`src/rtl/mfr_pkg.sv`:
```
package mfr_pkg;

    localparam int CMD_LEN = 8;
    localparam int CFG_INDEX_W = 3;
    localparam int CFG_DATA_W = 64;

    localparam logic [CFG_INDEX_W-1:0] CFG_INITIAL_CODE    = 3'd0;
    localparam logic [CFG_INDEX_W-1:0] CFG_SUCCESSIVE_CODE = 3'd1;
    localparam logic [CFG_INDEX_W-1:0] CFG_HAS_TYPE        = 3'd2;
    localparam logic [CFG_INDEX_W-1:0] CFG_HAS_ADDR        = 3'd3;
    localparam logic [CFG_INDEX_W-1:0] CFG_DEST_CAPACITY   = 3'd4;

    localparam logic [2:0] ST_OK        = 3'd0;
    localparam logic [2:0] ST_BAD_CODE  = 3'd1;
    localparam logic [2:0] ST_SHORT     = 3'd2;
    localparam logic [2:0] ST_SEQUENCE  = 3'd3;
    localparam logic [2:0] ST_DEST_FULL = 3'd4;
    localparam logic [2:0] ST_IGNORE    = 3'd7;

    localparam logic MODE_INITIAL = 1'b0;

    typedef struct packed {
        logic [63:0] initial_code;
        logic [63:0] successive_code;
        logic        has_type;
        logic        has_addr;
        logic [31:0] dest_capacity;
    } cfg_t;

    typedef struct packed {
        logic        write_valid;
        logic [31:0] write_address;
        logic [7:0]  write_byte;
        logic        packet_done;
        logic [2:0]  status;
        logic [31:0] message_type;
        logic [31:0] message_address;
        logic [31:0] bytes_remaining;
    } result_t;

    function automatic logic [7:0] code_byte(input logic [63:0] code, input logic [7:0] pos);
        logic [7:0] sel;
        sel = '0;
        for (int i = 0; i < CMD_LEN; i++)
        begin
            if (pos == 8'(i))
            begin
                sel = code[8*(CMD_LEN-1-i) +: 8];
            end
        end
        return sel;
    endfunction

endpackage

```
`src/rtl/mfr_cfg.sv`:
```
module mfr_cfg (
    input  logic                                clk,
    input  logic                                rst_n,
    input  logic                                cfg_valid,
    output logic                                cfg_ready,
    input  logic [mfr_pkg::CFG_INDEX_W-1:0]     cfg_index,
    input  logic [mfr_pkg::CFG_DATA_W-1:0]      cfg_data,
    output mfr_pkg::cfg_t                       cfg
);
    import mfr_pkg::*;

    cfg_t cfg_reg;

    assign cfg_ready = 1'b1;
    assign cfg = cfg_reg;

    always_ff @(posedge clk or negedge rst_n)
    begin
        if (!rst_n)
        begin
            cfg_reg <= '0;
        end
        else if (cfg_valid && cfg_ready)
        begin
            unique case (cfg_index)
                CFG_INITIAL_CODE:    cfg_reg.initial_code <= cfg_data;
                CFG_SUCCESSIVE_CODE: cfg_reg.successive_code <= cfg_data;
                CFG_HAS_TYPE:        cfg_reg.has_type <= cfg_data[0];
                CFG_HAS_ADDR:        cfg_reg.has_addr <= cfg_data[0];
                CFG_DEST_CAPACITY:   cfg_reg.dest_capacity <= cfg_data[31:0];
                default:             ;
            endcase
        end
    end

endmodule

```
`src/rtl/mfr_frame.sv`:
```
module mfr_frame (
    input  logic             clk,
    input  logic             rst_n,
    input  logic             step,
    input  logic             mode_in,
    input  logic [7:0]       byte_in,
    input  logic [7:0]       length_in,
    input  mfr_pkg::cfg_t    cfg,
    output mfr_pkg::result_t res
);
    import mfr_pkg::*;

    localparam logic [8:0] CODE_END = 9'(CMD_LEN);
    localparam logic [8:0] SEQ_END  = 9'(CMD_LEN + 4);

    logic [7:0]  byte_position_reg, byte_position_next;
    logic [31:0] expected_sequence_reg, expected_sequence_next;
    logic [31:0] data_remaining_reg, data_remaining_next;
    logic [31:0] write_pointer_reg, write_pointer_next;
    logic [31:0] stored_type_reg, stored_type_next;
    logic [31:0] stored_address_reg, stored_address_next;
    logic [31:0] word_shift_reg, word_shift_next;
    logic [2:0]  packet_error_reg, packet_error_next;
    logic [7:0]  copy_limit_reg, copy_limit_next;

    always_comb
    begin
        logic [8:0]  p1;
        logic        first;
        logic        last;
        logic [8:0]  tend;
        logic [8:0]  aend;
        logic [8:0]  lend;
        logic [7:0]  cpy;
        logic [32:0] fit_sum;

        p1 = {1'b0, byte_position_reg} + 9'd1;
        first = (byte_position_reg == 8'd0);
        last = (p1 >= {1'b0, length_in});
        tend = CODE_END + (cfg.has_type ? 9'd4 : 9'd0);
        aend = tend + (cfg.has_addr ? 9'd4 : 9'd0);
        lend = aend + 9'd4;
        cpy = '0;
        fit_sum = '0;

        expected_sequence_next = expected_sequence_reg;
        data_remaining_next = data_remaining_reg;
        write_pointer_next = write_pointer_reg;
        stored_type_next = stored_type_reg;
        stored_address_next = stored_address_reg;
        packet_error_next = first ? ST_OK : packet_error_reg;
        copy_limit_next = first ? 8'd0 : copy_limit_reg;
        word_shift_next = {(first ? 24'd0 : word_shift_reg[23:0]), byte_in};

        res = '0;

        if (mode_in == MODE_INITIAL)
        begin
            if (first)
            begin
                expected_sequence_next = '0;
                write_pointer_next = '0;
            end
            if (packet_error_next == ST_OK)
            begin
                if ({1'b0, byte_position_reg} < CODE_END)
                begin
                    if (byte_in != code_byte(cfg.initial_code, byte_position_reg))
                    begin
                        packet_error_next = ST_BAD_CODE;
                    end
                end
                else if (p1 == tend && cfg.has_type)
                begin
                    stored_type_next = word_shift_next;
                end
                else if (p1 == aend && cfg.has_addr)
                begin
                    stored_address_next = word_shift_next;
                end
                else if (p1 == lend)
                begin
                    data_remaining_next = word_shift_next;
                end
                if (last && packet_error_next == ST_OK && p1 < lend)
                begin
                    packet_error_next = ST_SHORT;
                end
            end
        end
        else
        begin
            if (first && data_remaining_reg == 32'd0)
            begin
                packet_error_next = ST_IGNORE;
            end
            if (packet_error_next == ST_OK)
            begin
                if ({1'b0, byte_position_reg} < CODE_END)
                begin
                    if (byte_in != code_byte(cfg.successive_code, byte_position_reg))
                    begin
                        packet_error_next = ST_BAD_CODE;
                    end
                end
                else if (p1 == SEQ_END)
                begin
                    if (word_shift_next == expected_sequence_reg)
                    begin
                        cpy = ({1'b0, length_in} > p1) ? (length_in - p1[7:0]) : 8'd0;
                        expected_sequence_next = expected_sequence_reg + 32'd1;
                        if ({24'd0, cpy} > data_remaining_reg)
                        begin
                            cpy = data_remaining_reg[7:0];
                        end
                        fit_sum = {1'b0, write_pointer_reg} + {25'd0, cpy};
                        if (fit_sum <= {1'b0, cfg.dest_capacity})
                        begin
                            copy_limit_next = cpy;
                        end
                        else
                        begin
                            packet_error_next = ST_DEST_FULL;
                            copy_limit_next = '0;
                        end
                    end
                    else
                    begin
                        packet_error_next = ST_SEQUENCE;
                    end
                end
                else if ({1'b0, byte_position_reg} >= SEQ_END
                         && (byte_position_reg - SEQ_END[7:0]) < copy_limit_next)
                begin
                    res.write_valid = 1'b1;
                    res.write_address = write_pointer_reg;
                    res.write_byte = byte_in;
                    write_pointer_next = write_pointer_reg + 32'd1;
                    data_remaining_next = data_remaining_reg - 32'd1;
                end
                if (last && packet_error_next == ST_OK && p1 < SEQ_END)
                begin
                    packet_error_next = ST_SHORT;
                end
            end
        end

        if (last)
        begin
            res.packet_done = 1'b1;
            res.status = (packet_error_next == ST_IGNORE) ? ST_OK : packet_error_next;
            byte_position_next = '0;
        end
        else
        begin
            byte_position_next = p1[7:0];
        end

        res.message_type = stored_type_next;
        res.message_address = stored_address_next;
        res.bytes_remaining = data_remaining_next;
    end

    always_ff @(posedge clk or negedge rst_n)
    begin
        if (!rst_n)
        begin
            byte_position_reg <= '0;
            expected_sequence_reg <= '0;
            data_remaining_reg <= '0;
            write_pointer_reg <= '0;
            stored_type_reg <= '0;
            stored_address_reg <= '0;
            word_shift_reg <= '0;
            packet_error_reg <= ST_OK;
            copy_limit_reg <= '0;
        end
        else if (step)
        begin
            byte_position_reg <= byte_position_next;
            expected_sequence_reg <= expected_sequence_next;
            data_remaining_reg <= data_remaining_next;
            write_pointer_reg <= write_pointer_next;
            stored_type_reg <= stored_type_next;
            stored_address_reg <= stored_address_next;
            word_shift_reg <= word_shift_next;
            packet_error_reg <= packet_error_next;
            copy_limit_reg <= copy_limit_next;
        end
    end

endmodule

```
`src/rtl/multipacket_frame_receiver_core.sv`:
```
// a byte passes the input register, then its result is held in the result register
// throughput: one byte per cycle unless stalled; one frame state update per byte
// the input register and result register form a two-stage pipeline with stall
// reset: asynchronous, active low; clears frame state, config registers and valids
module multipacket_frame_receiver_core (
    input  logic                                clk,
    input  logic                                rst_n,
    input  logic                                in_valid,
    output logic                                in_stall,
    input  logic                                mode,
    input  logic [7:0]                          packet_byte,
    input  logic [7:0]                          packet_length,
    output logic                                out_valid,
    input  logic                                out_stall,
    output logic                                write_valid,
    output logic [31:0]                         write_address,
    output logic [7:0]                          write_byte,
    output logic                                packet_done,
    output logic [2:0]                          status,
    output logic [31:0]                         message_type,
    output logic [31:0]                         message_address,
    output logic [31:0]                         bytes_remaining,
    input  logic                                cfg_valid,
    output logic                                cfg_ready,
    input  logic [mfr_pkg::CFG_INDEX_W-1:0]     cfg_index,
    input  logic [mfr_pkg::CFG_DATA_W-1:0]      cfg_data
);
    import mfr_pkg::*;

    cfg_t    cfg;
    result_t res;
    result_t res_reg;

    logic       in_valid_reg;
    logic       mode_reg;
    logic [7:0] byte_reg;
    logic [7:0] length_reg;
    logic       out_valid_reg;
    logic       out_block;
    logic       step;

    assign out_block = out_valid_reg && out_stall;
    assign step = in_valid_reg && !out_block;
    assign in_stall = in_valid_reg && out_block;

    mfr_cfg u_cfg (
        .clk       (clk),
        .rst_n     (rst_n),
        .cfg_valid (cfg_valid),
        .cfg_ready (cfg_ready),
        .cfg_index (cfg_index),
        .cfg_data  (cfg_data),
        .cfg       (cfg)
    );

    mfr_frame u_frame (
        .clk       (clk),
        .rst_n     (rst_n),
        .step      (step),
        .mode_in   (mode_reg),
        .byte_in   (byte_reg),
        .length_in (length_reg),
        .cfg       (cfg),
        .res       (res)
    );

    // input register
    always_ff @(posedge clk or negedge rst_n)
    begin
        if (!rst_n)
        begin
            in_valid_reg <= 1'b0;
        end
        else if (!in_stall)
        begin
            in_valid_reg <= in_valid;
        end
    end

    always_ff @(posedge clk)
    begin
        if (in_valid && !in_stall)
        begin
            mode_reg <= mode;
            byte_reg <= packet_byte;
            length_reg <= packet_length;
        end
    end

    // result register
    always_ff @(posedge clk or negedge rst_n)
    begin
        if (!rst_n)
        begin
            out_valid_reg <= 1'b0;
        end
        else if (!out_block)
        begin
            out_valid_reg <= step;
        end
    end

    always_ff @(posedge clk)
    begin
        if (step)
        begin
            res_reg <= res;
        end
    end

    assign out_valid = out_valid_reg;
    assign write_valid = res_reg.write_valid;
    assign write_address = res_reg.write_address;
    assign write_byte = res_reg.write_byte;
    assign packet_done = res_reg.packet_done;
    assign status = res_reg.status;
    assign message_type = res_reg.message_type;
    assign message_address = res_reg.message_address;
    assign bytes_remaining = res_reg.bytes_remaining;

endmodule
```
`config.mk`:
```
export PLATFORM = sky130hd
export DESIGN_NAME = multipacket_frame_receiver_core
export DESIGN_NICKNAME = d
export VERILOG_FILES = /design/src/rtl/mfr_pkg.sv /design/src/rtl/mfr_cfg.sv /design/src/rtl/mfr_frame.sv /design/src/rtl/multipacket_frame_receiver_core.sv
export SDC_FILE = /design/constraint.sdc
export NUM_CORES = 1
export LEC_CHECK = 0
export ABC_CLOCK_PERIOD_IN_PS = 10700
export BUFFER_PORTS_ARGS = -buffer_cell sky130_fd_sc_hd__buf_4
export CORE_MARGIN = 2
export CORE_UTILIZATION = 25
export DETAILED_ROUTE_END_ITERATION = 7
export SLEW_MARGIN = 20
export SYNTH_ARGS = -nofsm -noshare
export SYNTH_HDL_FRONTEND = slang
export SYNTH_SLANG_ARGS = --single-unit
```
`constraint.sdc`:
```
create_clock -name clk -period 10.7 [get_ports clk]
set_input_delay 1.07 -clock clk [delete_from_list [all_inputs] [get_ports clk]]
set_output_delay 1.07 -clock clk [all_outputs]
set_load 0.01 [all_outputs]
```
### Word level (Yosys, flattened, before mapping)

Index checks and enable logic that the tools add are counted.

* bitwise gates (word level): 4
* multiplexer cells: 92
* order comparisons: 9
* reduce and logical (&&, ||, !) cells: 32
* add/subtract/negate cells: 10
* equal/unequal tests: 25

Operator list (count)
* $mux W32: 30
* $mux W8: 37
* $mux W3: 22
* $add A32 B1 Y32 const B: 2
* $mux W41: 1
* $add A32 B8 Y33: 1
* $le A33 B32 Y1: 1
* $eq A32 B32 Y1: 1
* $eq A8 B3 Y1 const B: 4
* $gt A8 B32 Y1: 1
* $logic_not A32 Y1: 1
* $sub A32 B1 Y32 const B: 1
* $eq A9 B9 Y1: 3
* $mux W24: 1
* $eq A8 B2 Y1 const B: 2
* $ne A8 B8 Y1: 2
* $logic_not A3 Y1: 5
* $logic_and A1 B1 Y1: 12
* $reduce_and A6 Y1: 2
* $reduce_and A2 Y1: 5
* $add A4 B9 Y9 const A: 1
* $add A8 B1 Y9 const B: 1
* $add A9 B3 Y9 const B: 1
* $add A9 B9 Y9: 1
* 24 further kinds: 34

* word-level logic and storage cells: 199
* output and inout bits: 144
* register bits: 525

### Depth between registers and ports, before layout

* depth in word-level cells: 27
* mapped depth: 46

### Hierarchy

A second synthesis with hierarchy kept.

* cells, all modules: 2585
* area, all modules: 28371.0 sq um

Modules (own cells, without submodules)
* mfr_frame: instances 1, area each 16886.2 sq um, cells each 2070
* mfr_cfg: instances 1, area each 6647.6 sq um, cells each 349
* multipacket_frame_receiver_core: instances 1, area each 4837.1 sq um, cells each 166

### Worst setup path before layout

No wires, ideal clock.

* kind: flip-flop to flip-flop
* start: register u_frame.byte_position_reg[0]
* end: register res_reg, in the netlist status[0] (data pin)
* data arrival time: 8.158 ns
* library setup time: 0.256 ns
* clock period less this slack: 8.413 ns
* path buffers: 4
* path slack: 2.287 ns
* data required time: 10.444 ns
* cell stages (with the launch flop): 43
* cells stage by stage: dfrtp_1 ha_1 clkbuf_1 clkbuf_1 buf_1 xor2_1 ha_1 o21a_1 o211ai_1 a21oi_1 nand2_1 nand2_1 or2_2 ha_1 nor2b_1 o21ai_0 nand2b_1 a21oi_1 (+7 left out) o21bai_1 a21oi_1 o21bai_1 a21oi_1 nand3b_1 or2_2 nor3_1 xor2_1 ha_1 nand4_1 nor4_1 o21ai_0 nand2_1 o21ai_0 o41a_1 clkbuf_1 o311a_1 o211a_1

* word-level cells in the longest chain between the ends: 26
* elaborated cells on any way between the ends: 83

Ends and longest elaborated chain
* from (decl): RTL line mfr_frame.sv:16 `logic [7:0] byte_position_reg, byte_position_next;`
* from (signal assigned): RTL line mfr_frame.sv:180 `byte_position_reg <= byte_position_next;`
* $add A8 B1 Y9: RTL line mfr_frame.sv:37 `p1 = {1'b0, byte_position_reg} + 9'd1;`
* $sub A8 B8 Y8 or $gt A8 B9 Y1 (tied branches): RTL line mfr_frame.sv:110 `cpy = ({1'b0, length_in} > p1) ? (length_in - p1[7:0]) : 8'd0;`
* $mux W8: RTL line mfr_frame.sv:110
* $gt A8 B32 Y1: RTL line mfr_frame.sv:112 `if ({24'd0, cpy} > data_remaining_reg)`
* $mux W8: RTL line mfr_frame.sv:112
* $mux W8: RTL line mfr_frame.sv:108 `if (word_shift_next == expected_sequence_reg)`
* $mux W8: RTL line mfr_frame.sv:106 `else if (p1 == SEQ_END)`
* $mux W8: RTL line mfr_frame.sv:99 `if ({1'b0, byte_position_reg} < CODE_END)`
* (+9 left out)
* $mux W3: RTL line mfr_frame.sv:57 `if (mode_in == MODE_INITIAL)`
* $logic_not A3 Y1: RTL line mfr_frame.sv:141 `if (last && packet_error_next == ST_OK && p1 < SEQ_END)`
* $logic_and A1 B1 Y1 (2 in series): RTL line mfr_frame.sv:141
* $mux W3: RTL line mfr_frame.sv:141
* $mux W3: RTL line mfr_frame.sv:97 `if (packet_error_next == ST_OK)`
* $mux W3: RTL line mfr_frame.sv:57
* $eq A3 B3 Y1: RTL line mfr_frame.sv:151 `res.status = (packet_error_next == ST_IGNORE) ? ST_OK : packet_error_next;`
* $reduce_or A2 Y1 (no line)
* to (signal assigned): RTL line multipacket_frame_receiver_core.sv:107 `res_reg <= res;`
* to (decl): RTL line multipacket_frame_receiver_core.sv:32 `result_t res_reg;`

Parallel ways exist; a longest one is shown, timed or not. The select of a mux whose other input is x is not followed.
A chain may end at the register's enable or synchronous reset.

### Final worst setup path

* start: register u_frame.byte_position_reg[3]
* end: register res_reg, in the netlist status[0] (data pin)

Same word-level chain as after synthesis.

==> results.yml <==
synth:
  syn_inst: 2708
  synthDistinctLibCells: 92
  synth-edff-count: 158
  ys.flop_type: "dfrtp_1"
  synthTopCellsByArea: "dfrtp_1 33%, edfxtp_1 17%, mux2_2 7.4%, nand2_1 4.6%, ha_1 3.9%"
  synth_top_family_by_area: "simple AND/OR/NAND/NOR gates"
  synthSimpleGateAreaFrac_pct: 15.0
  synth-xor-area-share_pct: 4.39
  yosysWarnings: 0
  synth_mux_area_share_pct: 8.55
  ys_async_sr_fraction_pct: 69.9
  yosys.area.top_type_share_pct: 33.1
  yosys_register_bits: 525
  synthesis.area_um2: 27700
  yosysSeqAreaShare_pct: 50.3
  synth-compound-area-share_pct: 13.6
  syn_nets: 2886
  syn_area_per_cell_um2: 10.2
  synth_top_area_cell: "dfrtp_1"
  synth_adder_area_share_pct: 4.07
finish:
  final_util_pct: 29.9
  drive_above_1_share_pct: 20.2
  syn2layout_area_growth_pct: 19.1
  n_fill_cell: 11500
  layout_common_cells: "367 x dfrtp_1, 342 x nand2_1, 269 x buf_4, 216 x o21ai_0, 182 x mux2_2"
  largest_register_ffs: 162
  nets: 3045
  final_common_cell: "dfrtp_1"
  post-route-cell-area_um2: 33000
clocking:
  cts_buffers: 60
  cts_tree: "done"
  cts_sinks: 525
  clkTransAtPathRegs_ns: 0.07
  post_cts_buffers: 0
  clock_latency_ns: 0.66
  clockBufferDepth: 3
  cts_root_buffer: "clkbuf_16"
  post_cts_resized: 0
  h-tree-depth: 2
  hold_buffers: 0
global_routing:
  grt_usage_pct: 15.3
  grt_pass1_wl_um: 133000
  grt_pass1_vias: 20400
  antenna_found_initial: 6
  grt_max_degree: 172
  grt_overflow_total: 0
timing:
  slew_viol_final: 0
  fmax_mhz: 106
  finalCriticalPeriod_ns: 9.42
  skew_ns: 0.0284
  tightest_slew_ns: 1.13
  hold_violations: 0
  whs_ns: 0.424
  setup_tns_ns: 0
  setup_viol: 0
  max_slew_margin_pct: 24.4
  final.period_utilization_pct: 88.1
  rsz0062_at_grt: "no"
pwr:
  powerDensity_nw_per_um2: 208
  ir_worst_vdd_mv: 0.135
  leakage_uw: 0.0139
drt:
  ant_nets: 0
  initialDrtViolationCount: 1713
  drc_errors: 0
  dr.pass1.iters: 5
  wire_per_inst_um: 20.1
  via_count: 21200
  wl_um: 88400
  post_drt_via_cell_ratio: 4.81
placement:
  gp_congestion: 0.880
  numPortBuffers: 231
  place_area_um2: 31000
  dp.final_hpwl_um: 62200
critical_path:
  setup.worst_path.start: "u_frame.byte_position_reg[3]$_DFFE_PN0P_"
  reg2reg_from: "u_frame.byte_position_reg[3]$_DFFE_PN0P_"
  cp_max_fo: 10
  crit_path_end_kind: "flop"
  r2r_cells: 39
  cp-endpoint: "status[0]$_SDFFCE_PP0P_"
  r2r-end: "status[0]$_SDFFCE_PP0P_"
  cp_slowest_cell: "dfrtp_1"
  cp.arrival_ns: 9.84
  timing.critical_path.mode_cell: "o21ai_0"
  path_class: "reg -> reg"
  slowest_delay_ns: 0.57
  cp-start-kind: "flop"
  crit_required_ns: 11.11
  reg2reg_slack_ns: 1.28
flow_run:
  drv_cap: 0
floorplan:
  die_h_um: 337
  die_x_um: 337
  dieArea_um2: 114000
  rows: 122
  ioPinCount: 233
  start_util_pct: 25.1
  core_um2: 110000
status:
  status: "complete, no violations"
min_path:
  min-delay-path-class: "in -> async"
-- where the power goes --
group	switching [uW]	internal (uW)
combinational	1340	827
sequential	224	2340
clock	896	1230
total	2460	4390
-- Yosys cell counts (58+ instances only) --
library cell	count
a21oi_1	108
and3_1	58
clkbuf_1	149
dfrtp_1	367
edfxtp_1	158
ha_1	87
inv_1	117
mux2_2	182
nand2_1	343
nor2_1	164
o21ai_0	217
xnor2_1	61
xor2_1	78
-- per-layer routing --
| metal | track usage [%] | share of wire [%] | wire length, um | vias up |
|---|---|---|---|---|
| met2 | 24.8 | 47 | 41700 | 564 |
| met1 | 20.8 | 45 | 40000 | 10500 |
| li1 | - | - | - | 10000 |
| met3 | 2.88 | 5.4 | 4740 | 113 |
| met4 | 4.11 | 2.2 | 1960 | 8 |
| met5 | 0 | 0.064 | 57 | - |
-- critical path: cells and delay by family (launching register included) --
family,cells,cell delay [ns]
compound gates,18,3.48
xor+xnor,2,0.52
fa+ha+maj,6,1.91
flops,1,0.57
simple gates,13,2.65
-- area by class of cell --
cell class	instances	area (um2)	share of cell area, %
Sequential cell	525	13900	42.2
Multi-Input combinational cell	1890	12700	38.5
Timing Repair Buffer	271	2050	6.22
Tap cell	1488	1860	5.64
Clock buffer	81	1680	5.10
Inverter	119	454	1.38
Clock inverter	31	325	0.985
Antenna cell	3	7.51	0.0227
-- metrics by stage --
stage               power, uW  worst slack, ns  cells
floorplan                3960             2.29   2708
global placement         4730             1.23   4293
detailed placement       4750             1.26   4293
CTS                      6900             1.22   4405
global route             7240            0.570   4407
finish                   6850             1.28   4408
-- worst min-delay path by stage --
stage	startpoint	end	slack, ns	cells past startpoint
after floorplan	u_frame.stored_address_reg[5]$_DFFE_PN0P_	u_frame.stored_address_reg[5]$_DFFE_PN0P_	0.44	2
after global placement	u_frame.stored_type_reg[7]$_DFFE_PN0P_	u_frame.stored_type_reg[7]$_DFFE_PN0P_	0.45	2
after detailed placement	u_frame.stored_type_reg[6]$_DFFE_PN0P_	u_frame.stored_type_reg[6]$_DFFE_PN0P_	0.46	2
after CTS	rst_n	u_frame.stored_type_reg[0]$_DFFE_PN0P_	0.45	1
after global routing	rst_n	u_frame.stored_type_reg[0]$_DFFE_PN0P_	0.46	1
final	rst_n	u_frame.stored_type_reg[4]$_DFFE_PN0P_	0.42	1
-- logic make-up after synthesis --
logic type / after synthesis
simple gates: 857
compound gates: 590
flops: 525
buf+inv: 293
mux: 214
xor+xnor: 139
fa+ha+maj: 89
other cells: 1
Note: power is estimated with default switching activity, not from simulation.
